File: config.mk
export PLATFORM = sky130hd
export DESIGN_NAME = lps_regs
export DESIGN_NICKNAME = d
export VERILOG_FILES = /design/src/hdl/lps_pkg.sv /design/src/hdl/lps_regs.sv
export SDC_FILE = /design/constraint.sdc
export NUM_CORES = 1
export LEC_CHECK = 0
export BUFFER_PORTS_ARGS = -buffer_cell sky130_fd_sc_hd__buf_4
export CAP_MARGIN = 10
export CELL_PAD_IN_SITES_DETAIL_PLACEMENT = 1
export CELL_PAD_IN_SITES_GLOBAL_PLACEMENT = 2
export CORE_UTILIZATION = 28
export CTS_CLUSTER_DIAMETER = 40
export DETAILED_ROUTE_END_ITERATION = 16
export HOLD_SLACK_MARGIN = 0.03
export PLACE_DENSITY = 0.91
export SYNTH_ARGS = -nofsm -noshare
export SYNTH_HDL_FRONTEND = slang
export SYNTH_SLANG_ARGS = --single-unit
File: constraint.sdc
create_clock -name clk -period 1.4 [get_ports clk]
set_input_delay 0 -clock clk [delete_from_list [all_inputs] [get_ports clk]]
set_output_delay 0 -clock clk [all_outputs]
set_load 0.02 [all_outputs]
File: src/hdl/lps_pkg.sv
// ----------------------------------------------------------------------------
// lps_pkg
// Types, register indexes, status and datapath op codes for the selector.
// ----------------------------------------------------------------------------
package lps_pkg;

  // register map, word index
  localparam int ADDR_W = 5;
  localparam logic [2:0] REG_RSSI_GAIN   = 3'd0;
  localparam logic [2:0] REG_SNR_GAIN    = 3'd1;
  localparam logic [2:0] REG_SMOOTH_RISE = 3'd2;
  localparam logic [2:0] REG_SMOOTH_FALL = 3'd3;
  localparam logic [2:0] REG_HYST_RISE   = 3'd4;
  localparam logic [2:0] REG_HYST_FALL   = 3'd5;
  localparam logic [2:0] REG_MIN_GAP_MS  = 3'd6;
  localparam logic [2:0] REG_HOLD_UP_MS  = 3'd7;

  // result status codes
  localparam logic [2:0] ST_APPLIED  = 3'd0;
  localparam logic [2:0] ST_ENTRY    = 3'd1;
  localparam logic [2:0] ST_GAP      = 3'd2;
  localparam logic [2:0] ST_HYST     = 3'd3;
  localparam logic [2:0] ST_NO_MATCH = 3'd4;
  localparam logic [2:0] ST_SAME     = 3'd5;
  localparam logic [2:0] ST_FB_HOLD  = 3'd6;
  localparam logic [2:0] ST_UP_HOLD  = 3'd7;

  // datapath op codes
  localparam logic [3:0] OP_NONE      = 4'd0;
  localparam logic [3:0] OP_CAPTURE   = 4'd1;
  localparam logic [3:0] OP_WRITE     = 4'd2;
  localparam logic [3:0] OP_SCAN_INIT = 4'd3;
  localparam logic [3:0] OP_MUL1      = 4'd4;
  localparam logic [3:0] OP_MUL2      = 4'd5;
  localparam logic [3:0] OP_SM1       = 4'd6;
  localparam logic [3:0] OP_SM2       = 4'd7;
  localparam logic [3:0] OP_EVAL      = 4'd8;
  localparam logic [3:0] OP_RES_GAP   = 4'd9;
  localparam logic [3:0] OP_HY1       = 4'd10;
  localparam logic [3:0] OP_HY2       = 4'd11;
  localparam logic [3:0] OP_RES_HYST  = 4'd12;
  localparam logic [3:0] OP_SCAN      = 4'd13;
  localparam logic [3:0] OP_PUSH      = 4'd14;

  localparam logic [27:0] SMOOTH_RESET = 28'(1500) << 16;
  localparam logic [27:0] SMOOTH_MAX   = 28'hFFF_FFFF;
  localparam logic [11:0] LAST_RESET   = 12'd100;
  localparam logic [14:0] PCT_SCALE    = 15'd25600;

  typedef struct packed {
    logic        cmd;
    logic [11:0] rssi_in;
    logic [11:0] snr_in;
    logic [31:0] now_ms;
    logic [3:0]  entry_index;
    logic [11:0] entry_min;
    logic [11:0] entry_max;
  } in_t;

  typedef struct packed {
    logic        applied;
    logic [2:0]  status;
    logic [3:0]  profile_index;
    logic [11:0] smoothed_score;
    logic [15:0] raw_score;
  } out_t;

  typedef struct packed {
    logic [15:0] rssi_gain;
    logic [15:0] snr_gain;
    logic [15:0] smooth_rise;
    logic [15:0] smooth_fall;
    logic [15:0] hyst_rise;
    logic [15:0] hyst_fall;
    logic [15:0] min_gap_ms;
    logic [31:0] hold_up_ms;
  } cfg_t;

  typedef struct packed {
    logic [3:0] op;
  } ctl_t;

  typedef struct packed {
    logic is_load;
    logic is_fallback;
    logic gap;
    logic hyst_ok;
    logic scan_match;
    logic scan_last;
  } sts_t;

endpackage

File: src/hdl/lps_regs.sv
// ----------------------------------------------------------------------------
// lps_regs
// APB-style configuration register file.
// ----------------------------------------------------------------------------
module lps_regs (
  input  logic                       clk,
  input  logic                       rst,
  input  logic                       psel,
  input  logic                       penable,
  input  logic                       pwrite,
  input  logic [lps_pkg::ADDR_W-1:0] paddr,
  input  logic [31:0]                pwdata,
  output logic [31:0]                prdata,
  output logic                       pready,
  output lps_pkg::cfg_t              cfg
);

  logic wr;
  assign wr     = psel && penable && pwrite;
  assign pready = 1'b1;

  // register writes
  always_ff @(posedge clk) begin
    if (rst) begin
      cfg.rssi_gain   <= 16'd8192;
      cfg.snr_gain    <= 16'd8192;
      cfg.smooth_rise <= 16'd32768;
      cfg.smooth_fall <= 16'd32768;
      cfg.hyst_rise   <= 16'd1280;
      cfg.hyst_fall   <= 16'd1280;
      cfg.min_gap_ms  <= 16'd200;
      cfg.hold_up_ms  <= 32'd3000;
    end else if (wr) begin
      unique case (paddr[4:2])
        lps_pkg::REG_RSSI_GAIN:   cfg.rssi_gain   <= pwdata[15:0];
        lps_pkg::REG_SNR_GAIN:    cfg.snr_gain    <= pwdata[15:0];
        lps_pkg::REG_SMOOTH_RISE: cfg.smooth_rise <= pwdata[15:0];
        lps_pkg::REG_SMOOTH_FALL: cfg.smooth_fall <= pwdata[15:0];
        lps_pkg::REG_HYST_RISE:   cfg.hyst_rise   <= pwdata[15:0];
        lps_pkg::REG_HYST_FALL:   cfg.hyst_fall   <= pwdata[15:0];
        lps_pkg::REG_MIN_GAP_MS:  cfg.min_gap_ms  <= pwdata[15:0];
        lps_pkg::REG_HOLD_UP_MS:  cfg.hold_up_ms  <= pwdata;
      endcase
    end
  end

  // read mux
  always_comb begin
    unique case (paddr[4:2])
      lps_pkg::REG_RSSI_GAIN:   prdata = {16'd0, cfg.rssi_gain};
      lps_pkg::REG_SNR_GAIN:    prdata = {16'd0, cfg.snr_gain};
      lps_pkg::REG_SMOOTH_RISE: prdata = {16'd0, cfg.smooth_rise};
      lps_pkg::REG_SMOOTH_FALL: prdata = {16'd0, cfg.smooth_fall};
      lps_pkg::REG_HYST_RISE:   prdata = {16'd0, cfg.hyst_rise};
      lps_pkg::REG_HYST_FALL:   prdata = {16'd0, cfg.hyst_fall};
      lps_pkg::REG_MIN_GAP_MS:  prdata = {16'd0, cfg.min_gap_ms};
      lps_pkg::REG_HOLD_UP_MS:  prdata = cfg.hold_up_ms;
    endcase
  end

endmodule

==> summary.log <==
qor: clock_network.cts-root-to-sink-buffers 2
qor: routing.drc 0
qor: min_path.hold_class in -> reg
qor: pwr.internal_power 7.41 mW
qor: yosys.yosys.cell_types.count 36
qor: timing.maxSlewHeadroom 0.589
qor: grt.grtUsageTotal 0.244
qor: pwr.power.static_leakage 4.25 nW
qor: grt.global_route.overflow_total 0
qor: clock_network.numCtsBuffers 17
qor: yosys.number_of_standard_cells_after_synthesis 831
qor: cells_and_area.biggestRegsByFlops cfg (144)
qor: status.violated_checks setup timing
qor: floorplanning.die_h 154 um
qor: min_path.holdPathStages 5
qor: timing.timing.final.ws_setup -446 ps
qor: clock_network.cts-root-buf clkbuf_16
qor: timing.max_freq 542 MHz
qor: worst_setup_path.timing.critical_path.from_type flop
qor: timing.setup_viol_count_final 16
qor: floorplanning.fp.dieArea 23800 um^2
qor: yosys.synth.net_count 873
qor: clock_network.worst_setup_hold_path_clk_slew 60 ps
qor: timing.max_slew.worst_pin.slew 616 ps
qor: pwr.total_power 9.91 mW
qor: pwr.vdd_ir_drop_max 0.880 mV
qor: clock_network.cts.sinks 144
qor: timing.max_slew_violation_count 0
qor: yosys.dominantRegCellSynth dfxtp_1
qor: min_path.worst_hold_path_endpoint cfg[117]
qor: cells_and_area.drive_above_1_share 0.379
qor: grt.grt_antenna_before_repair 0
qor: yosys.yosysSeqAreaShare 0.444
qor: yosys.post_synth_edffs 0
qor: placed_design.place_ws -219 ps
qor: grt.grt_first_pass_wirelength 43.3 mm
qor: placed_design.gp_congestion 0.930
qor: routing.first_iter_violations 496
qor: placed_design.post-dp-hpwl 20.9 mm
qor: timing.timing.final.hold_violations 0
qor: worst_setup_path.critical_path_arrival 1850 ps
qor: routing.drt_pass_1_iters 5
qor: worst_setup_path.criticalPathCategory reg -> out
qor: pwr.p_comb_frac 0.112
qor: yosys.ys_async_sr_fraction 0
qor: pwr.swShare 0.253
qor: worst_setup_path.critical_path_required 1400 ps
qor: status.status finished, violations left
qor: cells_and_area.design_area 10000 um^2
qor: worst_setup_path.path_max_fanout 2
qor: grt.grt_max_degree 39
qor: yosys.syn-cell-area 6490 um^2
qor: placed_design.standard_cell_area_after_detailed_placement 8830 um^2
qor: worst_setup_path.r2r-end cfg[111]
qor: min_path.timing.hold.worst.start penable
qor: clock_network.cts_tree done
qor: routing.drt-wirelength-per-cell 20.7 um
qor: pwr.share_clk_of_total_power 0.469
qor: grt.first_global_vias 6985
qor: timing.setup_repair_after_global_routing_missed_its_margin true
qor: routing.post_drt_via_cell_ratio 4.99
qor: pwr.power_per_cell_area 987 nW/um^2
qor: pwr.power.net_switching 2.51 mW
qor: floorplanning.placement_rows 55
qor: floorplanning.floorplan.initialDensity 0.286
qor: worst_setup_path.cp-end-kind primary output
qor: worst_setup_path.timing.reg2reg.setup_slack 540 ps
qor: cells_and_area.top_register cfg
qor: cells_and_area.largest_register_ffs 144
qor: timing.finalWorstPathRequiredPeriod 1850 ps
qor: clock_network.worst_skew_pair.late_latency 430 ps
qor: routing.ant_nets 0
qor: routing.detailroute.via_count 7026
qor: floorplanning.ios 219
qor: clock_network.htree_num_levels 4
qor: cells_and_area.area_growth 54.7%
qor: cells_and_area.num-nets-final 1153
qor: floorplanning.core 22700 um^2
qor: yosys.synth.avg_cell_area 7.82 um^2
qor: cells_and_area.antennaDiodeCount 0
qor: placed_design.place.port_buffers 215
qor: timing.fin_worst_skew 0 ps
qor: routing.wirelength 29.2 mm
qor: flow_run.maxCapViolCount 0
qor: floorplanning.die_x 154 um
qor: cells_and_area.post-route-util 0.442
qor: worst_setup_path.crit-reg2reg-launch cfg[111]
qor: yosys.yosysWarnings 0
qor: timing.period_share 1.32
qor: yosys.number_of_synthesized_register_bits 144
qor: timing.timing.setup.tns -5260 ps
qor: worst_setup_path.reg2reg_path_depth 3
qor: pwr.seqPwrFrac 0.419
Yosys cell counts (2+ instances only):
cell	n	area, um^2
a22o_1	17	149
dfxtp_1	144	2880
inv_1	16	60.1
mux2_1	2	22.5
mux2_4	6	90.1
nor2b_1	2	12.5
a221oi_2	10	150
a211o_1	2	17.5
buf_2	49	245
nor2_1	36	135
clkbuf_1	24	90.1
or2_1	6	37.5
nand2_1	286	1070
buf_6	2	22.5
a21oi_1	127	636
a221oi_1	21	184
nand2b_1	5	31.3
mux2i_1	14	140
nor2_2	5	31.3
mux2_2	8	90.1
or3_1	3	18.8
buf_4	2	15.0
and2_1	16	100
nand3b_1	16	120
layer usage:
| layer | global-route usage | share of wire |
|---|---|---|
| met5 | 0 | 0 |
| met4 | 0.0891 | 0.026 |
| met3 | 0.0502 | 0.071 |
| met2 | 0.390 | 0.46 |
| met1 | 0.326 | 0.44 |
repair_timing:
action                     in CTS  in global routing
gates cloned                    0                  0
gates resized for setup        51                 13
pin swaps                      14                 12
hold buffers                   33                  0
setup endpoints to repair      16                 16
hold endpoints to repair      144                  0
setup buffers                   7                  1
worst max-delay path by stage:
stage               depth (start not counted)  startpoint  slack, ps    endpoint
global route                                6     cfg[53]       -470   prdata[5]
finish                                      6     cfg[53]       -450   prdata[5]
detailed placement                          8    paddr[3]       -220   prdata[5]
global placement                            8    paddr[3]       -220   prdata[5]
CTS                                         6     cfg[53]       -460   prdata[5]
floorplan                                   4     cfg[12]        190  prdata[12]
cell type report:
| cell class | instances | area [um^2] |
|---|---|---|
| fillers | 2686 | 12700 |
| multi-input cells | 590 | 3320 |
| flip-flops and latches | 144 | 2930 |
| repair buffers | 342 | 2780 |
| clock buffers | 23 | 488 |
| well taps | 285 | 357 |
| clock inverters | 9 | 106 |
| inverters | 16 | 60.1 |
placed cells by master (no fill, tap or decap), types with 8 or more instances in the layout:
cell type,instances
buf_4,297
nand2_1,286
a21oi_1,126
dfxtp_1,115
nor2_1,33
dlygate4sd3_1,33
dfxtp_2,25
a221oi_2,19
clkbuf_16,17
inv_1,16
and2_1,16
nand3b_1,16
mux2i_1,14
a22o_1,13
mux2_4,11
buf_12,10
a221oi_1,9
nor2_2,8
kinds of logic (layout without fill, tap and decap cells):
group                  after synthesis  in the layout  synth area share
and+or+nand+nor                    380            380             0.252
buffers and inverters               97            390            0.0734
AOI/OAI and AO/OA                  179            179             0.177
other                                1              1          0.000577
muxes                               30             30            0.0528
DFF                                144            144             0.444
critical path, cell delays in order (launching register included):
cell	delay, ps
dfxtp_2	320
mux2_4	280
a22o_1	230
a221oi_2	260
buf_4	170
nor2_2	40
buf_6	120
metrics by stage:
step / instances / hold WS [ps]
6_report: 1409 / 159
5_1_grt: 1409 / 192
2_1_floorplan: 831 / 136
3_3_place_gp: 1337 / 248
4_1_cts: 1408 / 130
3_5_place_dp: 1337 / 257
power groups by stage:
stage / registers (mW) / logic [mW] / clock network [mW]
after floorplan: 4.28 / 0.467 / 0
after global placement: 4.25 / 0.954 / 0
after detailed placement: 4.25 / 0.965 / 0
after CTS: 4.16 / 1.09 / 4.70
after global routing: 4.16 / 1.17 / 4.88
final: 4.16 / 1.11 / 4.65
No activity file was read; power rests on OpenSTA's default activity.
