### src/hdl/lps_pkg.sv
// ----------------------------------------------------------------------------
// lps_pkg
// Types, register indexes, status and datapath op codes for the selector.
// ----------------------------------------------------------------------------
package lps_pkg;

  // register map, word index
  localparam int ADDR_W = 5;
  localparam logic [2:0] REG_RSSI_GAIN   = 3'd0;
  localparam logic [2:0] REG_SNR_GAIN    = 3'd1;
  localparam logic [2:0] REG_SMOOTH_RISE = 3'd2;
  localparam logic [2:0] REG_SMOOTH_FALL = 3'd3;
  localparam logic [2:0] REG_HYST_RISE   = 3'd4;
  localparam logic [2:0] REG_HYST_FALL   = 3'd5;
  localparam logic [2:0] REG_MIN_GAP_MS  = 3'd6;
  localparam logic [2:0] REG_HOLD_UP_MS  = 3'd7;

  // result status codes
  localparam logic [2:0] ST_APPLIED  = 3'd0;
  localparam logic [2:0] ST_ENTRY    = 3'd1;
  localparam logic [2:0] ST_GAP      = 3'd2;
  localparam logic [2:0] ST_HYST     = 3'd3;
  localparam logic [2:0] ST_NO_MATCH = 3'd4;
  localparam logic [2:0] ST_SAME     = 3'd5;
  localparam logic [2:0] ST_FB_HOLD  = 3'd6;
  localparam logic [2:0] ST_UP_HOLD  = 3'd7;

  // datapath op codes
  localparam logic [3:0] OP_NONE      = 4'd0;
  localparam logic [3:0] OP_CAPTURE   = 4'd1;
  localparam logic [3:0] OP_WRITE     = 4'd2;
  localparam logic [3:0] OP_SCAN_INIT = 4'd3;
  localparam logic [3:0] OP_MUL1      = 4'd4;
  localparam logic [3:0] OP_MUL2      = 4'd5;
  localparam logic [3:0] OP_SM1       = 4'd6;
  localparam logic [3:0] OP_SM2       = 4'd7;
  localparam logic [3:0] OP_EVAL      = 4'd8;
  localparam logic [3:0] OP_RES_GAP   = 4'd9;
  localparam logic [3:0] OP_HY1       = 4'd10;
  localparam logic [3:0] OP_HY2       = 4'd11;
  localparam logic [3:0] OP_RES_HYST  = 4'd12;
  localparam logic [3:0] OP_SCAN      = 4'd13;
  localparam logic [3:0] OP_PUSH      = 4'd14;

  localparam logic [27:0] SMOOTH_RESET = 28'(1500) << 16;
  localparam logic [27:0] SMOOTH_MAX   = 28'hFFF_FFFF;
  localparam logic [11:0] LAST_RESET   = 12'd100;
  localparam logic [14:0] PCT_SCALE    = 15'd25600;

  typedef struct packed {
    logic        cmd;
    logic [11:0] rssi_in;
    logic [11:0] snr_in;
    logic [31:0] now_ms;
    logic [3:0]  entry_index;
    logic [11:0] entry_min;
    logic [11:0] entry_max;
  } in_t;

  typedef struct packed {
    logic        applied;
    logic [2:0]  status;
    logic [3:0]  profile_index;
    logic [11:0] smoothed_score;
    logic [15:0] raw_score;
  } out_t;

  typedef struct packed {
    logic [15:0] rssi_gain;
    logic [15:0] snr_gain;
    logic [15:0] smooth_rise;
    logic [15:0] smooth_fall;
    logic [15:0] hyst_rise;
    logic [15:0] hyst_fall;
    logic [15:0] min_gap_ms;
    logic [31:0] hold_up_ms;
  } cfg_t;

  typedef struct packed {
    logic [3:0] op;
  } ctl_t;

  typedef struct packed {
    logic is_load;
    logic is_fallback;
    logic gap;
    logic hyst_ok;
    logic scan_match;
    logic scan_last;
  } sts_t;

endpackage

### src/hdl/lps_dp.sv
// ----------------------------------------------------------------------------
// lps_dp
// Datapath: weighting, smoothing, hysteresis, range scan and hold decisions.
// ----------------------------------------------------------------------------
module lps_dp #(
  parameter int NUM_PROFILES     = 16,
  parameter int SCORE_BASE       = 1000,
  parameter int SCORE_TOP        = 2000,
  parameter int FALLBACK_VALUE   = 999,
  parameter int HOLD_FALLBACK_MS = 1000,
  parameter int SCORE_CAP        = 2000
) (
  input  logic           clk,
  input  logic           rst,
  input  lps_pkg::in_t   sample,
  input  lps_pkg::cfg_t  cfg,
  input  lps_pkg::ctl_t  ctl,
  output lps_pkg::sts_t  sts,
  output lps_pkg::out_t  result
);

  localparam int IW = (NUM_PROFILES > 1) ? $clog2(NUM_PROFILES) : 1;
  localparam logic [IW-1:0] LAST_IDX = IW'(NUM_PROFILES - 1);
  localparam logic [11:0] BASE_V = 12'(SCORE_BASE);
  localparam logic [11:0] TOP_V  = 12'(SCORE_TOP);
  localparam logic [11:0] FB_V   = 12'(FALLBACK_VALUE);
  localparam logic [31:0] HOLD_FB = 32'(HOLD_FALLBACK_MS);
  localparam logic [28:0] CAP_Q  = 29'(SCORE_CAP) << 14;
  localparam logic        CAP_ON = (SCORE_CAP < SCORE_TOP);

  logic [11:0]   lo_tab [NUM_PROFILES];
  logic [11:0]   hi_tab [NUM_PROFILES];
  logic [27:0]   smoothed;
  logic [11:0]   last_sent;
  logic [31:0]   last_change;
  logic          prior_valid;
  logic [IW-1:0] prior_idx;

  lps_pkg::in_t  item;
  logic [27:0]   prod;
  logic [28:0]   sum;
  logic [46:0]   pa;
  logic [15:0]   fr;
  logic [11:0]   v;
  logic [11:0]   diff;
  logic [15:0]   thr;
  logic          gap;
  logic          hyst_ok;
  logic [IW-1:0] scan_idx;
  logic [2:0]    res_status;
  logic [3:0]    res_idx;
  logic [15:0]   raw;

  logic [28:0]   capped;
  logic [30:0]   comb;
  logic [47:0]   acc;
  logic [31:0]   acc_int;
  logic [31:0]   elapsed;
  logic [11:0]   sm_int;
  logic [11:0]   v_clamp;
  logic          hit;
  logic [2:0]    dec_status;

  // combinational helpers
  always_comb begin
    capped  = (CAP_ON && (sum > CAP_Q)) ? CAP_Q : sum;
    comb    = {capped, 2'b00};
    acc     = {1'b0, pa} + 48'((17'h10000 - {1'b0, fr}) * smoothed);
    acc_int = acc[47:16];
    elapsed = item.now_ms - last_change;
    sm_int  = smoothed[27:16];
    if (sm_int < BASE_V)     v_clamp = BASE_V;
    else if (sm_int > TOP_V) v_clamp = TOP_V;
    else                     v_clamp = sm_int;
    hit = (v >= lo_tab[scan_idx]) && (v <= hi_tab[scan_idx]);
  end

  // hold decision for the entry under test
  always_comb begin
    priority if (prior_valid && (prior_idx == scan_idx)) begin
      dec_status = lps_pkg::ST_SAME;
    end else if (prior_valid && (prior_idx == '0)) begin
      dec_status = (elapsed <= HOLD_FB) ? lps_pkg::ST_FB_HOLD : lps_pkg::ST_APPLIED;
    end else if ((!prior_valid || (prior_idx < scan_idx)) && (elapsed <= cfg.hold_up_ms)) begin
      dec_status = lps_pkg::ST_UP_HOLD;
    end else begin
      dec_status = lps_pkg::ST_APPLIED;
    end
  end

  assign sts.is_load     = item.cmd;
  assign sts.is_fallback = (item.rssi_in == FB_V);
  assign sts.gap         = gap;
  assign sts.hyst_ok     = hyst_ok;
  assign sts.scan_match  = hit;
  assign sts.scan_last   = (scan_idx == LAST_IDX);

  // block state
  always_ff @(posedge clk) begin
    if (rst) begin
      for (int i = 0; i < NUM_PROFILES; i++) begin
        lo_tab[i] <= '0;
        hi_tab[i] <= '0;
      end
      smoothed    <= lps_pkg::SMOOTH_RESET;
      last_sent   <= lps_pkg::LAST_RESET;
      last_change <= '0;
      prior_valid <= 1'b0;
      prior_idx   <= '0;
    end else begin
      if ((ctl.op == lps_pkg::OP_WRITE) && (32'(item.entry_index) < 32'(NUM_PROFILES))) begin
        lo_tab[IW'(item.entry_index)] <= item.entry_min;
        hi_tab[IW'(item.entry_index)] <= item.entry_max;
      end
      if (ctl.op == lps_pkg::OP_SM2) begin
        smoothed <= (acc_int > 32'(lps_pkg::SMOOTH_MAX)) ? lps_pkg::SMOOTH_MAX
                                                          : acc_int[27:0];
      end
      if ((ctl.op == lps_pkg::OP_SCAN) && hit && (dec_status == lps_pkg::ST_APPLIED)) begin
        prior_valid <= 1'b1;
        prior_idx   <= scan_idx;
        last_change <= item.now_ms;
        last_sent   <= v;
        if (sts.is_fallback) smoothed <= {FB_V, 16'd0};
      end
    end
  end

  // per-word working registers
  always_ff @(posedge clk) begin
    unique case (ctl.op)
      lps_pkg::OP_CAPTURE: begin
        item <= sample;
        v    <= FB_V;
        raw  <= '0;
      end
      lps_pkg::OP_WRITE: begin
        res_status <= lps_pkg::ST_ENTRY;
        res_idx    <= item.entry_index;
      end
      lps_pkg::OP_SCAN_INIT: scan_idx <= '0;
      lps_pkg::OP_MUL1: prod <= item.rssi_in * cfg.rssi_gain;
      lps_pkg::OP_MUL2: sum <= {1'b0, prod} + 29'(item.snr_in * cfg.snr_gain);
      lps_pkg::OP_SM1: begin
        raw <= 16'(sum[28:14]);
        fr  <= (capped >= ({17'd0, last_sent} << 14)) ? cfg.smooth_rise : cfg.smooth_fall;
        pa  <= 47'(((capped >= ({17'd0, last_sent} << 14)) ? cfg.smooth_rise
                                                            : cfg.smooth_fall) * comb);
      end
      lps_pkg::OP_SM2: ;
      lps_pkg::OP_EVAL: begin
        gap  <= elapsed < {16'd0, cfg.min_gap_ms};
        v    <= v_clamp;
        diff <= (v_clamp >= last_sent) ? v_clamp - last_sent : last_sent - v_clamp;
        thr  <= (v_clamp >= last_sent) ? cfg.hyst_rise : cfg.hyst_fall;
      end
      lps_pkg::OP_RES_GAP: begin
        res_status <= lps_pkg::ST_GAP;
        res_idx    <= '0;
      end
      lps_pkg::OP_HY1: pa <= 47'(diff * lps_pkg::PCT_SCALE);
      lps_pkg::OP_HY2: begin
        hyst_ok <= (pa >= 47'(thr * last_sent)) && !((last_sent == '0) && (diff == '0));
      end
      lps_pkg::OP_RES_HYST: begin
        res_status <= lps_pkg::ST_HYST;
        res_idx    <= '0;
      end
      lps_pkg::OP_SCAN: begin
        if (hit) begin
          res_status <= dec_status;
          res_idx    <= 4'(scan_idx);
        end else if (scan_idx == LAST_IDX) begin
          res_status <= lps_pkg::ST_NO_MATCH;
          res_idx    <= '0;
        end else begin
          scan_idx <= scan_idx + 1'b1;
        end
      end
      lps_pkg::OP_PUSH: begin
        result.applied        <= (res_status == lps_pkg::ST_APPLIED);
        result.status         <= res_status;
        result.profile_index  <= res_idx;
        result.smoothed_score <= smoothed[27:16];
        result.raw_score      <= raw;
      end
      default: ;
    endcase
  end

endmodule

### config.mk
export PLATFORM = sky130hd
export DESIGN_NAME = lps_dp
export DESIGN_NICKNAME = d
export VERILOG_FILES = /design/src/hdl/lps_pkg.sv /design/src/hdl/lps_dp.sv
export SDC_FILE = /design/constraint.sdc
export NUM_CORES = 2
export LEC_CHECK = 0
export ABC_CLOCK_PERIOD_IN_PS = 10800
export BUFFER_PORTS_ARGS = -buffer_cell sky130_fd_sc_hd__buf_2
export CAP_MARGIN = 0
export CORE_MARGIN = 2
export CORE_UTILIZATION = 45
export DETAILED_ROUTE_END_ITERATION = 8
export RECOVER_POWER = 100
export SLEW_MARGIN = 10
export SYNTH_ARGS = -nofsm -noshare
export SYNTH_HDL_FRONTEND = slang
export SYNTH_SLANG_ARGS = --single-unit
### constraint.sdc
create_clock -name clk -period 10.8 [get_ports clk]
set_input_delay 1.62 -clock clk [delete_from_list [all_inputs] [get_ports clk]]
set_output_delay 1.62 -clock clk [all_outputs]
set_load 0.05 [all_outputs]
==> flow_summary.json <==
{
  "period_share": 0.955,
  "status": "complete, but fails checks",
  "portBuffers": 275,
  "cts_hold_buf": 0,
  "synth-edff-count": 690,
  "critPathArrivalTime_ns": 10.78,
  "min_path_type": "flop to flop",
  "die_y_um": 445,
  "worst_clock_skew_ns": 0.0534,
  "wl_per_cell_um": 21.6,
  "clock_latency_ns": 0.73,
  "yosysMostFrequentCell": "inv_1",
  "drive_gt1_frac": 0.0763,
  "cts_tree": "done",
  "dp_hpwl_um": 188000,
  "maxCapViolCount": 35,
  "multi_input_area_um2": 58000,
  "synth_seq_cells": 771,
  "synth-simple-area-share": 0.150,
  "crit_family": "adder cells",
  "critPathSlowestCell": "mux2_1",
  "htreeDepth": 3,
  "synth_xor_area_frac": 0.0236,
  "synth_common_cells": "1502 x inv_1, 1224 x fa_1, 1188 x nand2_1, 901 x and2_1, 725 x ha_1",
  "netlist.area_leader.share": 0.280,
  "grt_pass1_wl_um": 383000,
  "syn_area_per_cell_um2": 10.2,
  "synth_area_leaders": "fa_1 28%, edfxtp_1 24%, ha_1 10%, inv_1 6.5%, and2_1 6.5%",
  "antenna_found_initial": 9,
  "grtUsageTotal": 0.252,
  "async_flop_share": 0,
  "synth_area_um2": 87400,
  "path_clk_slew_ns": 0.06,
  "fin_crit_ns": 10.32,
  "cts.sinks": 771,
  "hold_start": "raw[12]",
  "grt_max_degree": 57,
  "seqCellArea_um2": 22400,
  "r2r_slack_ns": 0.48,
  "required_ns": 11.27,
  "start_util": 0.453,
  "synth-compound-area-share": 0.0611,
  "violations": "capacitance limit, slew limit",
  "setup_ws_ns": 0.484,
  "first_global_vias": 65000,
  "fillers": 17800,
  "fmax_mhz": 96.9,
  "die_x_um": 445,
  "worstMarginPinSlew_ns": 3.29,
  "grt_overflow": 0,
  "die_area_um2": 198000,
  "cp_max_fo": 16,
  "area_growth_pct": 7.90,
  "maxSlewHeadroom": -1.20,
  "place_ws_ns": 0.0216,
  "startpoint": "last_sent[3]",
  "slowest_delay_ns": 0.73,
  "cts_buffer_depth": 3,
  "r2r-start": "last_sent[3]",
  "synthAdderAreaFrac": 0.384,
  "worstSetupPathType": "flop to flop",
  "synth.mux.area_fraction": 0.0417,
  "maxSlewViolCount": 884,
  "yosysSeqAreaShare": 0.256,
  "drtPass1Iterations": 5,
  "syn_inst": 8577,
  "coreArea_um2": 193000,
  "ios": 277,
  "end_kind": "flop",
  "gp_congestion": 0.917,
  "viasPerCell": 5.38,
  "synth_top_area_cell": "fa_1",
  "hold_violations": 0,
  "yosys_warnings": 0,
  "cts_root_buf": "clkbuf_16",
  "synth_cell_type_count": 91,
  "setup_viol": 0,
  "synth_ff_type": "edfxtp_1",
  "nNetsFinal": 10900,
  "drtIter0Drc": 4183,
  "drtAntennaViolNets": 0,
  "cp.buffers_inverters": 7,
  "rows": 161,
  "num_vias": 60700,
  "synth_top_family_by_area": "adder cells",
  "cts_buffers": 86,
  "routed_wl_um": 243000,
  "drcViolationCount": 0,
  "worstSetupStartpointType": "flop"
}
[logic make-up (layout without fill, tap and decap cells)]
family | after synthesis | after routing
XOR/XNOR | 235 | 235
AND/OR/NAND/NOR | 2664 | 2664
AO/OA/AOI/OAI | 826 | 826
other | 1 | 7
flip-flops | 771 | 771
adder cells (fa/ha/maj) | 1949 | 1949
multiplexers | 210 | 210
buffers and inverters | 1921 | 2094
[repair_timing]
| item | 4_1_cts | 5_1_grt |
|---|---|---|
| pin swaps | 1 | 3 |
| cloned | 0 | 0 |
| setup buffers | 1 | 3 |
| gates resized for setup | 0 | 24 |
| endpoints found under the hold margin | 0 | 0 |
| setup endpoints to repair | 5 | 28 |
[flip-flops by register name, summed over array words and instances, names as in the netlist, 15 cells and up, named ones only]
register and flops:
prod 28, smoothed 28, last_change 32, raw 15, fr 16, thr 16, pa 45, hi_tab 192
item 84, result 35, lo_tab 192, capped 29
[area by class of cell]
class | instances | area share
well taps | 2526 | 0.0335
diodes | 4 | 0.000106
clock inverters | 59 | 0.00609
inverters | 1503 | 0.0599
clock buffers | 103 | 0.0237
flip-flops and latches | 771 | 0.237
repair buffers | 429 | 0.0243
multi-input cells | 5887 | 0.615
[final timing paths]
path | cells past startpoint | end
setup / recovery | 33 | pa[46]
hold / removal | 0 | result[12]
setup reg to reg | 33 | pa[46]
hold reg to reg | 0 | result[12]
[cells in the final DEF, fill, tap and decap left out, drive strengths merged, types with 9 or more instances in the layout]
cell type / count
inv: 1505
fa: 1224
nand2: 1188
and2: 901
ha: 725
edfxtp: 690
buf: 318
a21oi: 252
nor2: 225
clkbuf: 214
o21ai: 163
xnor2: 148
a21o: 146
mux4: 120
xor2: 87
dfxtp: 81
nand3: 58
mux2i: 58
nor3: 55
o21a: 48
clkinv: 44
nand4: 36
nand2b: 34
o21bai: 34
nor2b: 34
mux2: 32
nor4: 29
and3: 26
a31oi: 25
a211oi: 24
or2: 20
or3: 17
o31ai: 16
a21boi: 13
o211ai: 11
a221oi: 10
nand3b: 9
clkinvlp: 9
[metal layers]
metal  vias to the layer above  routed length [µm]  track usage
met3                       390               13100       0.0303
met2                      1789              119000        0.433
met5                         -                  13            0
li1                      27500                   -            -
met4                         2               11700        0.109
met1                     31000               99300        0.320
[metrics by stage]
step | area (µm²) | utilization | setup TNS (ns) | instances | hold WS [ns]
floorplan | 87400 | - | 0 | 8579 | 0.400
global placement | 91700 | 0.475 | 0 | 11100 | 0.476
detailed placement | 91700 | 0.475 | 0 | 11100 | 0.472
CTS | 94500 | 0.490 | 0 | 11300 | 0.486
global route | 94300 | 0.489 | -0.00582 | 11300 | 0.482
finish | 94300 | 0.489 | 0 | 11300 | 0.486
Power is not shown: default switching activity piles up to over one toggle a cycle in this logic, so the estimate is an artifact.
