File: config.mk
export PLATFORM = sky130hd
export DESIGN_NAME = lps_ctrl
export DESIGN_NICKNAME = d
export VERILOG_FILES = /design/src/hdl/lps_pkg.sv /design/src/hdl/lps_ctrl.sv
export SDC_FILE = /design/constraint.sdc
export NUM_CORES = 1
export LEC_CHECK = 0
export BUFFER_PORTS_ARGS = -buffer_cell sky130_fd_sc_hd__clkbuf_2
export CELL_PAD_IN_SITES_DETAIL_PLACEMENT = 0
export CELL_PAD_IN_SITES_GLOBAL_PLACEMENT = 1
export CORE_MARGIN = 2
export CORE_UTILIZATION = 35
export CTS_CLUSTER_DIAMETER = 80
export DETAILED_ROUTE_END_ITERATION = 16
export GPL_ROUTABILITY_DRIVEN = 1
export PLACE_DENSITY_LB_ADDON = 0.1
export SYNTH_ARGS = -nofsm -noshare
export SYNTH_HDL_FRONTEND = slang
export SYNTH_SLANG_ARGS = --single-unit
File: constraint.sdc
create_clock -name clk -period 1.7 [get_ports clk]
set_clock_uncertainty 0.15 [all_clocks]
set_input_delay 0.17 -clock clk [delete_from_list [all_inputs] [get_ports clk]]
set_output_delay 0.17 -clock clk [all_outputs]
set_load 0.05 [all_outputs]
File: src/hdl/lps_pkg.sv
// ----------------------------------------------------------------------------
// lps_pkg
// Types, register indexes, status and datapath op codes for the selector.
// ----------------------------------------------------------------------------
package lps_pkg;

  // register map, word index
  localparam int ADDR_W = 5;
  localparam logic [2:0] REG_RSSI_GAIN   = 3'd0;
  localparam logic [2:0] REG_SNR_GAIN    = 3'd1;
  localparam logic [2:0] REG_SMOOTH_RISE = 3'd2;
  localparam logic [2:0] REG_SMOOTH_FALL = 3'd3;
  localparam logic [2:0] REG_HYST_RISE   = 3'd4;
  localparam logic [2:0] REG_HYST_FALL   = 3'd5;
  localparam logic [2:0] REG_MIN_GAP_MS  = 3'd6;
  localparam logic [2:0] REG_HOLD_UP_MS  = 3'd7;

  // result status codes
  localparam logic [2:0] ST_APPLIED  = 3'd0;
  localparam logic [2:0] ST_ENTRY    = 3'd1;
  localparam logic [2:0] ST_GAP      = 3'd2;
  localparam logic [2:0] ST_HYST     = 3'd3;
  localparam logic [2:0] ST_NO_MATCH = 3'd4;
  localparam logic [2:0] ST_SAME     = 3'd5;
  localparam logic [2:0] ST_FB_HOLD  = 3'd6;
  localparam logic [2:0] ST_UP_HOLD  = 3'd7;

  // datapath op codes
  localparam logic [3:0] OP_NONE      = 4'd0;
  localparam logic [3:0] OP_CAPTURE   = 4'd1;
  localparam logic [3:0] OP_WRITE     = 4'd2;
  localparam logic [3:0] OP_SCAN_INIT = 4'd3;
  localparam logic [3:0] OP_MUL1      = 4'd4;
  localparam logic [3:0] OP_MUL2      = 4'd5;
  localparam logic [3:0] OP_SM1       = 4'd6;
  localparam logic [3:0] OP_SM2       = 4'd7;
  localparam logic [3:0] OP_EVAL      = 4'd8;
  localparam logic [3:0] OP_RES_GAP   = 4'd9;
  localparam logic [3:0] OP_HY1       = 4'd10;
  localparam logic [3:0] OP_HY2       = 4'd11;
  localparam logic [3:0] OP_RES_HYST  = 4'd12;
  localparam logic [3:0] OP_SCAN      = 4'd13;
  localparam logic [3:0] OP_PUSH      = 4'd14;

  localparam logic [27:0] SMOOTH_RESET = 28'(1500) << 16;
  localparam logic [27:0] SMOOTH_MAX   = 28'hFFF_FFFF;
  localparam logic [11:0] LAST_RESET   = 12'd100;
  localparam logic [14:0] PCT_SCALE    = 15'd25600;

  typedef struct packed {
    logic        cmd;
    logic [11:0] rssi_in;
    logic [11:0] snr_in;
    logic [31:0] now_ms;
    logic [3:0]  entry_index;
    logic [11:0] entry_min;
    logic [11:0] entry_max;
  } in_t;

  typedef struct packed {
    logic        applied;
    logic [2:0]  status;
    logic [3:0]  profile_index;
    logic [11:0] smoothed_score;
    logic [15:0] raw_score;
  } out_t;

  typedef struct packed {
    logic [15:0] rssi_gain;
    logic [15:0] snr_gain;
    logic [15:0] smooth_rise;
    logic [15:0] smooth_fall;
    logic [15:0] hyst_rise;
    logic [15:0] hyst_fall;
    logic [15:0] min_gap_ms;
    logic [31:0] hold_up_ms;
  } cfg_t;

  typedef struct packed {
    logic [3:0] op;
  } ctl_t;

  typedef struct packed {
    logic is_load;
    logic is_fallback;
    logic gap;
    logic hyst_ok;
    logic scan_match;
    logic scan_last;
  } sts_t;

endpackage

File: src/hdl/lps_ctrl.sv
// ----------------------------------------------------------------------------
// lps_ctrl
// Sequencer: steps the datapath through one word and owns both handshakes.
// ----------------------------------------------------------------------------
module lps_ctrl (
  input  logic           clk,
  input  logic           rst,
  input  logic           sample_valid,
  output logic           sample_ready,
  output logic           result_valid,
  input  logic           result_ready,
  input  lps_pkg::sts_t  sts,
  output lps_pkg::ctl_t  ctl
);

  localparam logic [3:0] S_IDLE     = 4'd0;
  localparam logic [3:0] S_DISPATCH = 4'd1;
  localparam logic [3:0] S_MUL2     = 4'd2;
  localparam logic [3:0] S_SM1      = 4'd3;
  localparam logic [3:0] S_SM2      = 4'd4;
  localparam logic [3:0] S_EVAL     = 4'd5;
  localparam logic [3:0] S_GAPCHK   = 4'd6;
  localparam logic [3:0] S_HY2      = 4'd7;
  localparam logic [3:0] S_HYCHK    = 4'd8;
  localparam logic [3:0] S_SCAN     = 4'd9;
  localparam logic [3:0] S_OUT      = 4'd10;

  logic [3:0] state, state_next;
  logic       out_free;

  assign sample_ready = (state == S_IDLE);
  assign out_free     = !result_valid || result_ready;

  // next state and op
  always_comb begin
    state_next = state;
    ctl.op     = lps_pkg::OP_NONE;
    unique case (state)
      S_IDLE: begin
        if (sample_valid) begin
          ctl.op     = lps_pkg::OP_CAPTURE;
          state_next = S_DISPATCH;
        end
      end
      S_DISPATCH: begin
        if (sts.is_load) begin
          ctl.op     = lps_pkg::OP_WRITE;
          state_next = S_OUT;
        end else if (sts.is_fallback) begin
          ctl.op     = lps_pkg::OP_SCAN_INIT;
          state_next = S_SCAN;
        end else begin
          ctl.op     = lps_pkg::OP_MUL1;
          state_next = S_MUL2;
        end
      end
      S_MUL2: begin
        ctl.op     = lps_pkg::OP_MUL2;
        state_next = S_SM1;
      end
      S_SM1: begin
        ctl.op     = lps_pkg::OP_SM1;
        state_next = S_SM2;
      end
      S_SM2: begin
        ctl.op     = lps_pkg::OP_SM2;
        state_next = S_EVAL;
      end
      S_EVAL: begin
        ctl.op     = lps_pkg::OP_EVAL;
        state_next = S_GAPCHK;
      end
      S_GAPCHK: begin
        if (sts.gap) begin
          ctl.op     = lps_pkg::OP_RES_GAP;
          state_next = S_OUT;
        end else begin
          ctl.op     = lps_pkg::OP_HY1;
          state_next = S_HY2;
        end
      end
      S_HY2: begin
        ctl.op     = lps_pkg::OP_HY2;
        state_next = S_HYCHK;
      end
      S_HYCHK: begin
        if (sts.hyst_ok) begin
          ctl.op     = lps_pkg::OP_SCAN_INIT;
          state_next = S_SCAN;
        end else begin
          ctl.op     = lps_pkg::OP_RES_HYST;
          state_next = S_OUT;
        end
      end
      S_SCAN: begin
        ctl.op = lps_pkg::OP_SCAN;
        if (sts.scan_match || sts.scan_last) state_next = S_OUT;
      end
      S_OUT: begin
        if (out_free) begin
          ctl.op     = lps_pkg::OP_PUSH;
          state_next = S_IDLE;
        end
      end
      default: state_next = S_IDLE;
    endcase
  end

  // state and output valid
  always_ff @(posedge clk) begin
    if (rst) begin
      state        <= S_IDLE;
      result_valid <= 1'b0;
    end else begin
      state <= state_next;
      if (ctl.op == lps_pkg::OP_PUSH) result_valid <= 1'b1;
      else if (result_ready)          result_valid <= 1'b0;
    end
  end

endmodule

==> metrics.csv, run 1 <==
stage,metric,value,unit
logic_synthesis,Synth area leader,dfxtp_1,
global_route,grt total ovfl,0,
worst_hold_path,type of the worst min-delay path,in -> reg,
logic_synthesis,Synth Warn #,0,
cts,clk_lat worst skew,240,ps
floorplan,row count,14,
critical_path,FF-to-FF setup slack,170,ps
floorplan,die area,0.00196,mm2
sta,period utilization,1.07,
layout,n_diodes,0,
floorplan,Die Wd,44.2,um
pwr,total power,1.78,mW
worst_hold_path,hold path depth,2,
logic_synthesis,synthesis-stage register bit count,5,
critical_path,Critical Path Sink Type,output port,
critical_path,Startpoint Class,flop,
pwr,leakage,0.381,nW
cts,CTS tree,yes,
pwr,Comb pwr share,0.787,
placed_design,# port buffers,15,
logic_synthesis,Synth top area share,0.177,
logic_synthesis,Post-Synthesis Net Count,87,
route,Routed WL per cell,13.7,um
layout,FF/Latch Area,114,um2
sta,Worst Tran Pin Value,446,ps
pwr,register share of total power,0.133,
sta,max-slew violations,0,
cts,number of clock sinks,5,
route,routed vias,700,
route,drt first-iter violations,13,
worst_hold_path,hold wc startpoint,rst,
critical_path,"Req. time, crit path",1380,ps
cts,CTS H-tree lvls,1,
sta,final worst setup slack,-111,ps
pwr,Clk network pwr share,0.079,
logic_synthesis,Area contributors post-synth,"dfxtp_1 18%, buf_6 7.9%, o21ai_0 6.2%, nand3b_1 5.3%, nand2_1 4.6%",
cts,Hold Buf Count CTS,0,
global_route,gr usage total,0.208,
global_route,largest net degree at the start of global routing,12,
sta,"Setup violations, final",4,
sta,f_max,552,MHz
route,Pre-Repair DR Iteration Count,3,
status,violated checks,negative setup slack,
status,status,"complete, but fails checks",
layout,layout cells sized above 1,0.505,
pwr,Worst VDD drop,1.13,mV
critical_path,CP Max Fanout,8,
logic_synthesis,"EDFF count, synth",0,
placed_design,DP HPWL,1270,um
cts,TritonCTS buffer count,3,
logic_synthesis,Post-synth top cells,"7 x nand2_1, 7 x o21ai_0, 6 x nor2_1",
layout,"Core Util, Final",0.604,
route,Post-route DRC,0,
global_route,vias in the first global route,686,
flow_run,Max-cap violations,0,
sta,Final Hold Fails,0,
floorplan,die span in y,44.2,um
logic_synthesis,ys async rst share,0,
logic_synthesis,Gate Count Post-Synth,77,
cts,"Clk pin slew, worst setup/hold paths",50,ps
placed_design,Final GP Congestion,0.841,
floorplan,I/O pin count,16,
floorplan,starting density of the core,0.376,
route,vias per std cell,5.60,
pwr,power per cell area,1950,mW/mm2
cts,clock root buffer,clkbuf_4,
logic_synthesis,mean area per synthesized cell,7.36,um2
cts,CTS max path bufs,2,
layout,Area Overhead vs Synth,60.5,%
critical_path,worst-case reg-to-reg path depth,4,
sta,Slew headroom,0.702,
logic_synthesis,"Seq/Total Area, Yosys",0.177,
critical_path,CP Class,reg -> out,
layout,final-layout fill cell count,150,
critical_path,worst r2r dst,state[3],
global_route,initial antenna violation count,0,
logic_synthesis,library cells used by synthesis,33,
critical_path,FF-to-FF Start,state[3],
pwr,Switching Share,0.479,
route,post-route ant nets,0,
sta,Tmin final,1810,ps
worst_hold_path,Worst Hold Endpoint,result_valid,
layout,Nets,120,
pwr,Psw,0.852,mW
logic_synthesis,Most used DFF post-synth,dfxtp_1,
sta,RSZ-0062 raised after global routing,yes,
global_route,first-pass GRT wire length,3070,um
layout,combined area of the multi-input logic cells,438,um2
logic_synthesis,post-synth design cell area,567,um2
floorplan,Core Region,0.00151,mm2
pwr,Pint,0.926,mW
route,total wire length,1710,um
critical_path,Crit path arrival time,1490,ps
-- layout by cell type (no fill, tap or decap), types with 2 or more instances in the layout --
cell type   n
o211ai_1    2
nor2_1      5
a21oi_1     5
buf_4      18
clkbuf_2   10
o21ai_1     4
buf_8       4
dfxtp_4     3
nand4_1     2
nand3b_1    4
nand2b_4    2
dfxtp_2     2
or3b_1      2
nand2_1     6
nor3_1      2
nor2b_1     3
or3_4       2
o21ai_0     5
clkbuf_4    3
clkbuf_8    2
inv_1       4
-- registers in the layout, indices dropped and copies added, names as in the netlist --
register,flops
result_valid,1
state,4
-- worst max-delay path, cell delays in order, from the launching register on --
cell and delay (ps):
dfxtp_4 370, nor2b_4 140, a22oi_2 140, nor2_1 60
or3_4 380, buf_8 160
-- metal layers --
metal | part of all wire | track usage | vias up
met4 | 0.015 | 0.0970 | 0
met1 | 0.48 | 0.268 | 334
met2 | 0.48 | 0.338 | 13
met3 | 0.022 | 0.0327 | 4
li1 | - | - | 349
met5 | 0 | 0 | -
-- layout make-up --
| class | instances | area share |
|---|---|---|
| clock buffer | 4 | 0.0289 |
| multi-input combinational | 60 | 0.481 |
| tap | 16 | 0.0220 |
| inverter | 5 | 0.0206 |
| sequential | 5 | 0.125 |
| timing repair buffer | 35 | 0.322 |
-- power groups by stage --
| stage | sequential (mW) | clock [mW] | combinational, mW |
|---|---|---|---|
| floorplan | 0.176 | 0 | 0.826 |
| global placement | 0.212 | 0 | 1.09 |
| detailed placement | 0.213 | 0 | 1.09 |
| CTS | 0.233 | 0.142 | 1.32 |
| global route | 0.244 | 0.149 | 1.48 |
| finish | 0.237 | 0.141 | 1.40 |
-- how the worst max path moves through the flow --
stage / start / endpoint / slack [ps]
floorplan: state[1] / ctl[2] / -40
global placement: state[0] / ctl[1] / -20
detailed placement: state[0] / ctl[1] / -10
CTS: state[0] / ctl[1] / -130
global route: state[0] / ctl[1] / -160
finish: state[0] / ctl[1] / -110
-- cells by family (layout without fill, tap and decap cells) --
group | count (synthesis) | count (layout) | synth area share
buffers and inverters | 12 | 44 | 0.143
DFF | 5 | 5 | 0.177
and+or+nand+nor | 33 | 33 | 0.349
AOI/OAI and AO/OA | 27 | 27 | 0.331
-- stage by stage --
step | instances | setup slack, ps | TNS, ps | hold WS, ps | cell area, um2
finish | 125 | -111 | -192 | 20.7 | 910
global route | 125 | -161 | -397 | 27.9 | 910
CTS | 124 | -127 | -272 | 22.6 | 883
detailed placement | 118 | -14.0 | -14.0 | 274 | 736
global placement | 118 | -18.1 | -18.1 | 277 | 736
floorplan | 77 | -44.3 | -44.3 | 81.7 | 576
-- repair_timing --
| action | 4_1_cts | 5_1_grt |
|---|---|---|
| resized for setup | 26 | 6 |
| endpoints found under the setup margin | 5 | 4 |
| pin swaps | 7 | 1 |
| setup buffers | 3 | 1 |
Power figures use the tool's default switching activity.
==> inputs of run 2 (changes only) <==
--- a/config.mk
+++ b/config.mk
@@ -5,11 +5,12 @@
 export SDC_FILE = /design/constraint.sdc
 export NUM_CORES = 1
 export LEC_CHECK = 0
+export ABC_AREA = 1
 export BUFFER_PORTS_ARGS = -buffer_cell sky130_fd_sc_hd__clkbuf_2
 export CELL_PAD_IN_SITES_DETAIL_PLACEMENT = 0
 export CELL_PAD_IN_SITES_GLOBAL_PLACEMENT = 1
 export CORE_MARGIN = 2
-export CORE_UTILIZATION = 35
+export CORE_UTILIZATION = 30
 export CTS_CLUSTER_DIAMETER = 80
 export DETAILED_ROUTE_END_ITERATION = 16
 export GPL_ROUTABILITY_DRIVEN = 1
==> run 2 against run 1 <==
  * The run still ends with negative setup slack left
  * Final cell count up 6.4%
  * Fmax up 5.7%
  * Wire length down 9.9%
  * Synthesized area down 14%
  * Utilization down 4.0 points
  * Via count down 4.4%
  * Final area down 6.6%
  * Largest power group unchanged
  * Highest routed layer is now met3
==> metrics.csv, run 2 <==
stage,metric,value,unit
route,drt first-iter violations,17,
sta,Final Hold Fails,0,
layout,Nets,128,
layout,highest-count cells in the layout ignoring fill and taps,"13 x nand2_1, 11 x clkbuf_2, 10 x nor2_1, 10 x inv_1, 8 x nor2_2",
layout,largest reg by FF count,state,
floorplan,Die Wd,44.3,um
sta,Slew headroom,0.817,
layout,final-layout fill cell count,130,
logic_synthesis,Most used DFF post-synth,dfxtp_1,
logic_synthesis,Synth area leader,dfxtp_1,
pwr,Switching Share,0.568,
route,vias per std cell,5.03,
route,total wire length,1540,um
sta,f_max,584,MHz
global_route,largest net degree at the start of global routing,6,
pwr,Worst VDD drop,0.980,mV
pwr,total power,1.60,mW
cts,CTS max path bufs,2,
floorplan,row count,14,
flow_run,Max-cap violations,0,
global_route,initial antenna violation count,0,
critical_path,CP Class,reg -> out,
route,routed vias,669,
placed_design,setup slack at placement,75.1,ps
logic_synthesis,ys async rst share,0,
logic_synthesis,mean area per synthesized cell,5.41,um2
worst_hold_path,type of the worst min-delay path,in -> reg,
sta,period utilization,1.01,
logic_synthesis,Synth Warn #,0,
critical_path,Crit path arrival time,1390,ps
critical_path,FF-to-FF setup slack,230,ps
critical_path,CP peak stage delay,380,ps
cts,CTS H-tree lvls,1,
pwr,power per cell area,1880,mW/mm2
logic_synthesis,Synth top area share,0.206,
logic_synthesis,"Seq/Total Area, Yosys",0.206,
global_route,gr usage total,0.167,
global_route,grt total ovfl,0,
placed_design,Final GP Congestion,0.810,
layout,FF/Latch Area,114,um2
pwr,Comb pwr share,0.766,
placed_design,DP HPWL,1100,um
layout,Area Overhead vs Synth,74.6,%
pwr,leakage,0.413,nW
global_route,vias in the first global route,627,
cts,"Clk pin slew, worst setup/hold paths",50,ps
floorplan,I/O pin count,16,
sta,"Setup violations, final",2,
critical_path,Critical Path Sink Type,output port,
floorplan,die span in y,44.3,um
logic_synthesis,"count leader, synth",nand2_1,
placed_design,# port buffers,15,
pwr,Clk network pwr share,0.086,
critical_path,worst path cell trace,"buf_6, nand2_4, nor2_2, nor2_1, nand3_2, buf_4",
route,Post-route DRC,0,
cts,clock root buffer,clkbuf_4,
critical_path,worst-case reg-to-reg path depth,9,
floorplan,die area,0.00196,mm2
pwr,register share of total power,0.148,
route,Pre-Repair DR Iteration Count,4,
layout,max reg flops,4,
logic_synthesis,Area contributors post-synth,"dfxtp_1 21%, nand2_1 17%, nor2_1 12%, inv_1 9.3%, nand3_1 8.2%",
critical_path,FF-to-FF Start,state[1],
pwr,Psw,0.906,mW
cts,clk_lat worst skew,240,ps
floorplan,starting density of the core,0.323,
layout,Top Registers,"state (4), result_valid (1)",
layout,combined area of the multi-input logic cells,448,um2
layout,n_diodes,0,
critical_path,CP endpoint,ctl[2],
critical_path,"Req. time, crit path",1380,ps
critical_path,worst r2r dst,state[1],
sta,Tmin final,1710,ps
sta,post-route setup TNS,-18.2,ps
logic_synthesis,Post-Synthesis Net Count,100,
floorplan,Core Region,0.00151,mm2
sta,RSZ-0062 raised after global routing,yes,
logic_synthesis,synthesis-stage register bit count,5,
cts,CTS tree,yes,
route,Routed WL per cell,11.6,um
sta,max-slew violations,0,
logic_synthesis,Gate Count Post-Synth,90,
critical_path,CP Max Fanout,4,
route,post-route ant nets,0,
critical_path,CP startpoint,state[1],
layout,"commonest non-fill, non-tap cell in the layout",nand2_1,
logic_synthesis,post-synth design cell area,487,um2
global_route,first-pass GRT wire length,2460,um
sta,Worst Tran Pin Value,275,ps
pwr,Pint,0.689,mW
status,status,"complete, but fails checks",
status,violated checks,negative setup slack,
sta,final hold slack,105,ps
critical_path,slowest CP cell,dfxtp_4,
critical_path,Startpoint Class,flop,
cts,TritonCTS buffer count,3,
cts,number of clock sinks,5,
logic_synthesis,"EDFF count, synth",0,
logic_synthesis,Post-synth top cells,"22 x nand2_1, 15 x nor2_1, 12 x inv_1",
layout,"Core Util, Final",0.564,
layout,layout cells sized above 1,0.581,
logic_synthesis,library cells used by synthesis,17,
sta,final worst setup slack,-12.7,ps
[run 2: changes by cell type in the layout (fill, tap and decap cells not counted), sizes merged, moves of 2 or more]
cell and delta:
a22oi -2, buf -13, inv +11, nand2 +16
nand2b -2, nand3 +8, nand3b -4, nor2 +16
nor2b -4, o211ai -2, o21ai -4, or3 -2
or3b -2
[run 2: stage by stage]
step,area (um2),cells
5_1_grt,850,133
3_5_place_dp,631,126
2_1_floorplan,498,90
3_3_place_gp,631,126
6_report,850,133
4_1_cts,767,132
[run 2: power by group through the flow]
stage               logic (mW)  clock network [mW]  registers, mW
global placement         0.952                   0          0.187
detailed placement       0.935                   0          0.189
finish                    1.22               0.138          0.236
floorplan                0.713                   0          0.190
global route              1.30               0.150          0.242
CTS                       1.09               0.142          0.214
[run 2: kinds of logic after synthesis]
logic type             Yosys count  share of synthesized area
DFF                              5                      0.206
and+or+nand+nor                 57                      0.537
AOI/OAI and AO/OA               12                      0.134
buffers and inverters           16                      0.123
[run 2: worst min path at each step]
stage                            start  slack (ps)           end  cells past startpoint
after CTS                 result_ready          90      state[1]                      4
after floorplan                    rst          80  result_valid                      1
after detailed placement           rst         260      state[3]                      2
final                     result_ready         110      state[1]                      4
after global placement             rst         260      state[3]                      2
after global routing      result_ready         100      state[1]                      4
[run 2: worst max-delay path: cells and delay by family (launching register included)]
kind,cells,cell delay [ps]
and+or+nand+nor,4,440
DFF,1,380
buffers and inverters,2,320
[run 2: per-layer routing]
metal  wire, um  GRT usage  share of wire  vias to the layer above
li1           -          -              -                      341
met1        639      0.200           0.42                      310
met2        820      0.300           0.53                       18
met3         78     0.0490          0.051                        0
met4          0     0.0182              0                        0
met5          0          0              0                        -
[run 2: layout make-up]
type                    count  area share
multi-input cells          69       0.527
repair buffers             23       0.203
flip-flops and latches      5       0.134
inverters                  16      0.0795
clock buffers               3      0.0265
well taps                  16      0.0236
clock inverters             1     0.00589
[run 2: what timing repair did]
| action | CTS | global route |
|---|---|---|
| hold endpoints to repair | 1 | 0 |
| setup endpoints to repair | 4 | 4 |
| hold buffers | 1 | 0 |
| pin swaps | 5 | 6 |
| gates resized for setup | 25 | 26 |
| setup buffers | 1 | 1 |
==> inputs of run 3 (changes only) <==
--- a/config.mk
+++ b/config.mk
@@ -10,7 +10,8 @@
 export CELL_PAD_IN_SITES_DETAIL_PLACEMENT = 0
 export CELL_PAD_IN_SITES_GLOBAL_PLACEMENT = 1
 export CORE_MARGIN = 2
-export CORE_UTILIZATION = 30
+export CORE_UTILIZATION = 32
+export CTS_BUF_LIST = sky130_fd_sc_hd__clkbuf_4
 export CTS_CLUSTER_DIAMETER = 80
 export DETAILED_ROUTE_END_ITERATION = 16
 export GPL_ROUTABILITY_DRIVEN = 1
==> run 3 against run 2 <==
  * The flow now finishes without violations
  * Via count grew 1.8%
  * Clock power is essentially flat
  * Fmax grew 1.8%
  * Register-to-register slack gained 80 ps
  * Combinational power grew 13%
  * Final cell count grew 3.8%
  * Power grew 10%
  * First-iteration DRC count shrank 53%
  * Die area shrank 5.7%
  * Sequential share of layout area shrank 0.70 points
  * Critical path type unchanged
  * Largest cell class unchanged
  * Largest power group unchanged
==> metrics.csv, run 3 (synthesis results as in run 2) <==
stage,metric,value,unit
status,status,"complete, no violations",
global_route,vias in the first global route,620,
critical_path,Critical Path Sink Type,output port,
floorplan,die area,0.00185,mm2
worst_hold_path,Worst Hold Endpoint,state[1],
critical_path,CP Max Fanout,5,
cts,CTS tree,yes,
route,drt first-iter violations,8,
worst_hold_path,type of the worst min-delay path,in -> reg,
critical_path,FF-to-FF Start,state[0],
cts,clock root buffer,clkbuf_4,
route,Pre-Repair DR Iteration Count,4,
pwr,Worst VDD drop,1.11,mV
critical_path,slowest CP cell,dfxtp_4,
global_route,gr usage total,0.172,
layout,"commonest non-fill, non-tap cell in the layout",nand2_1,
critical_path,worst-case reg-to-reg path depth,9,
critical_path,CP peak stage delay,390,ps
placed_design,Final GP Congestion,0.806,
critical_path,Crit path arrival time,1360,ps
flow_run,Max-cap violations,0,
sta,final worst setup slack,16.9,ps
layout,max reg flops,4,
sta,Worst Tran Pin Value,283,ps
sta,RSZ-0062 raised after global routing,yes,
critical_path,CP Class,reg -> out,
sta,"Setup violations, final",0,
worst_hold_path,hold path depth,4,
floorplan,row count,14,
route,post-route ant nets,0,
critical_path,"Req. time, crit path",1380,ps
critical_path,"CP delay by family, top",simple AND/OR/NAND/NOR gates,
placed_design,Placed Cells,127,
global_route,first-pass GRT wire length,2390,um
layout,n_diodes,0,
layout,Final Cell Area,916,um2
layout,"Cell Count, Final, Fillers Out",138,
global_route,largest net degree at the start of global routing,7,
floorplan,I/O pin count,16,
layout,highest-count cells in the layout ignoring fill and taps,"13 x nand2_1, 11 x clkbuf_2, 11 x buf_4",
global_route,grt total ovfl,0,
sta,Final Hold Fails,0,
cts,number of clock sinks,5,
cts,clk_lat worst skew,240,ps
critical_path,worst r2r dst,state[3],
layout,layout cells sized above 1,0.623,
critical_path,worst path cell trace,"inv_4, nor2_2, nand3_1, nand2_1, nor3_2, nand3_2, buf_8",
sta,max-slew violations,0,
sta,period utilization,0.990,
route,routed vias,681,
route,Post-route DRC,0,
critical_path,CP Buf/Inv Count,2,
route,Routed WL per cell,11.3,um
cts,CTS H-tree lvls,1,
floorplan,Die Wd,43,um
cts,TritonCTS buffer count,3,
sta,f_max,594,MHz
layout,largest reg by FF count,state,
placed_design,# port buffers,15,
critical_path,FF-to-FF setup slack,310,ps
cts,"Clk pin slew, worst setup/hold paths",50,ps
placed_design,setup slack at placement,92.7,ps
placed_design,DP HPWL,1130,um
worst_hold_path,hold wc startpoint,result_ready,
layout,Nets,133,
global_route,initial antenna violation count,0,
route,total wire length,1570,um
placed_design,placed instance area,638,um2
layout,Area Overhead vs Synth,88.2,%
sta,Tmin final,1680,ps
route,vias per std cell,4.93,
floorplan,die span in y,43,um
floorplan,starting density of the core,0.331,
layout,Top Registers,"state (4), result_valid (1)",
sta,Slew headroom,0.812,
critical_path,Startpoint Class,flop,
pwr,power per cell area,1920,mW/mm2
cts,CTS max path bufs,2,
floorplan,Core Region,0.00147,mm2
pwr,leakage,0.438,nW
-- run 3: cell count changes in the layout (fill, tap and decap cells not counted), moves of 2 or more --
cell and delta:
buf_4 +4, inv_1 -2, nor2_2 -2, nor2_4 +2, buf_8 +2
-- run 3: area by class of cell --
| cell class | count | area, um2 |
|---|---|---|
| clock buffers | 3 | 22.5 |
| clock inverters | 1 | 5.00 |
| fillers | 136 | 556 |
| inverters | 16 | 72.6 |
| multi-input cells | 69 | 460 |
| flip-flops and latches | 5 | 116 |
| well taps | 16 | 20.0 |
| repair buffers | 28 | 219 |
-- run 3: layer usage --
metal | share of wire | up-vias | GRT usage
li1 | - | 350 | -
met1 | 0.41 | 310 | 0.182
met2 | 0.54 | 19 | 0.312
met3 | 0.042 | 2 | 0.0596
met4 | 0.0077 | 0 | 0.0606
met5 | 0 | - | 0
-- run 3: worst max path at each step --
stage / from / end / slack (ps) / cells after the start
after floorplan: state[0] / ctl[0] / 40 / 5
after global placement: state[0] / ctl[0] / 70 / 8
after detailed placement: state[1] / ctl[1] / 90 / 5
after CTS: state[1] / ctl[1] / -2 / 5
after global routing: state[2] / ctl[0] / -60 / 8
final: state[0] / ctl[0] / 20 / 7
-- run 3: report_power, final --
part	internal (mW)	switching [mW]	total [mW]
clock network	0.0851	0.0497	0.135
logic	0.550	0.826	1.38
registers	0.167	0.0779	0.245
-- run 3: metrics by stage --
stage | setup TNS (ps) | utilization | hold WS, ps | power (mW)
2_1_floorplan | 0 | - | 81.7 | 0.904
3_5_place_dp | 0 | 0.434 | 266 | 1.17
5_1_grt | -150 | 0.622 | 113 | 1.88
6_report | 0 | 0.622 | 118 | 1.76
3_3_place_gp | 0 | 0.434 | 267 | 1.17
4_1_cts | -3.19 | 0.529 | 87.9 | 1.50
-- run 3: what timing repair did --
item	CTS	global route
endpoints found under the hold margin	2	0
gates resized for setup	27	35
buffers inserted	2	4
pin swaps	4	11
endpoints found under the setup margin	4	5
cloned	0	0
hold buffers	1	0
-- run 3: tightest hold or removal path: cells and delay by family --
family	cells	cell delay (ps)
buf+inv	1	110
simple gates	2	130
compound gates	1	60
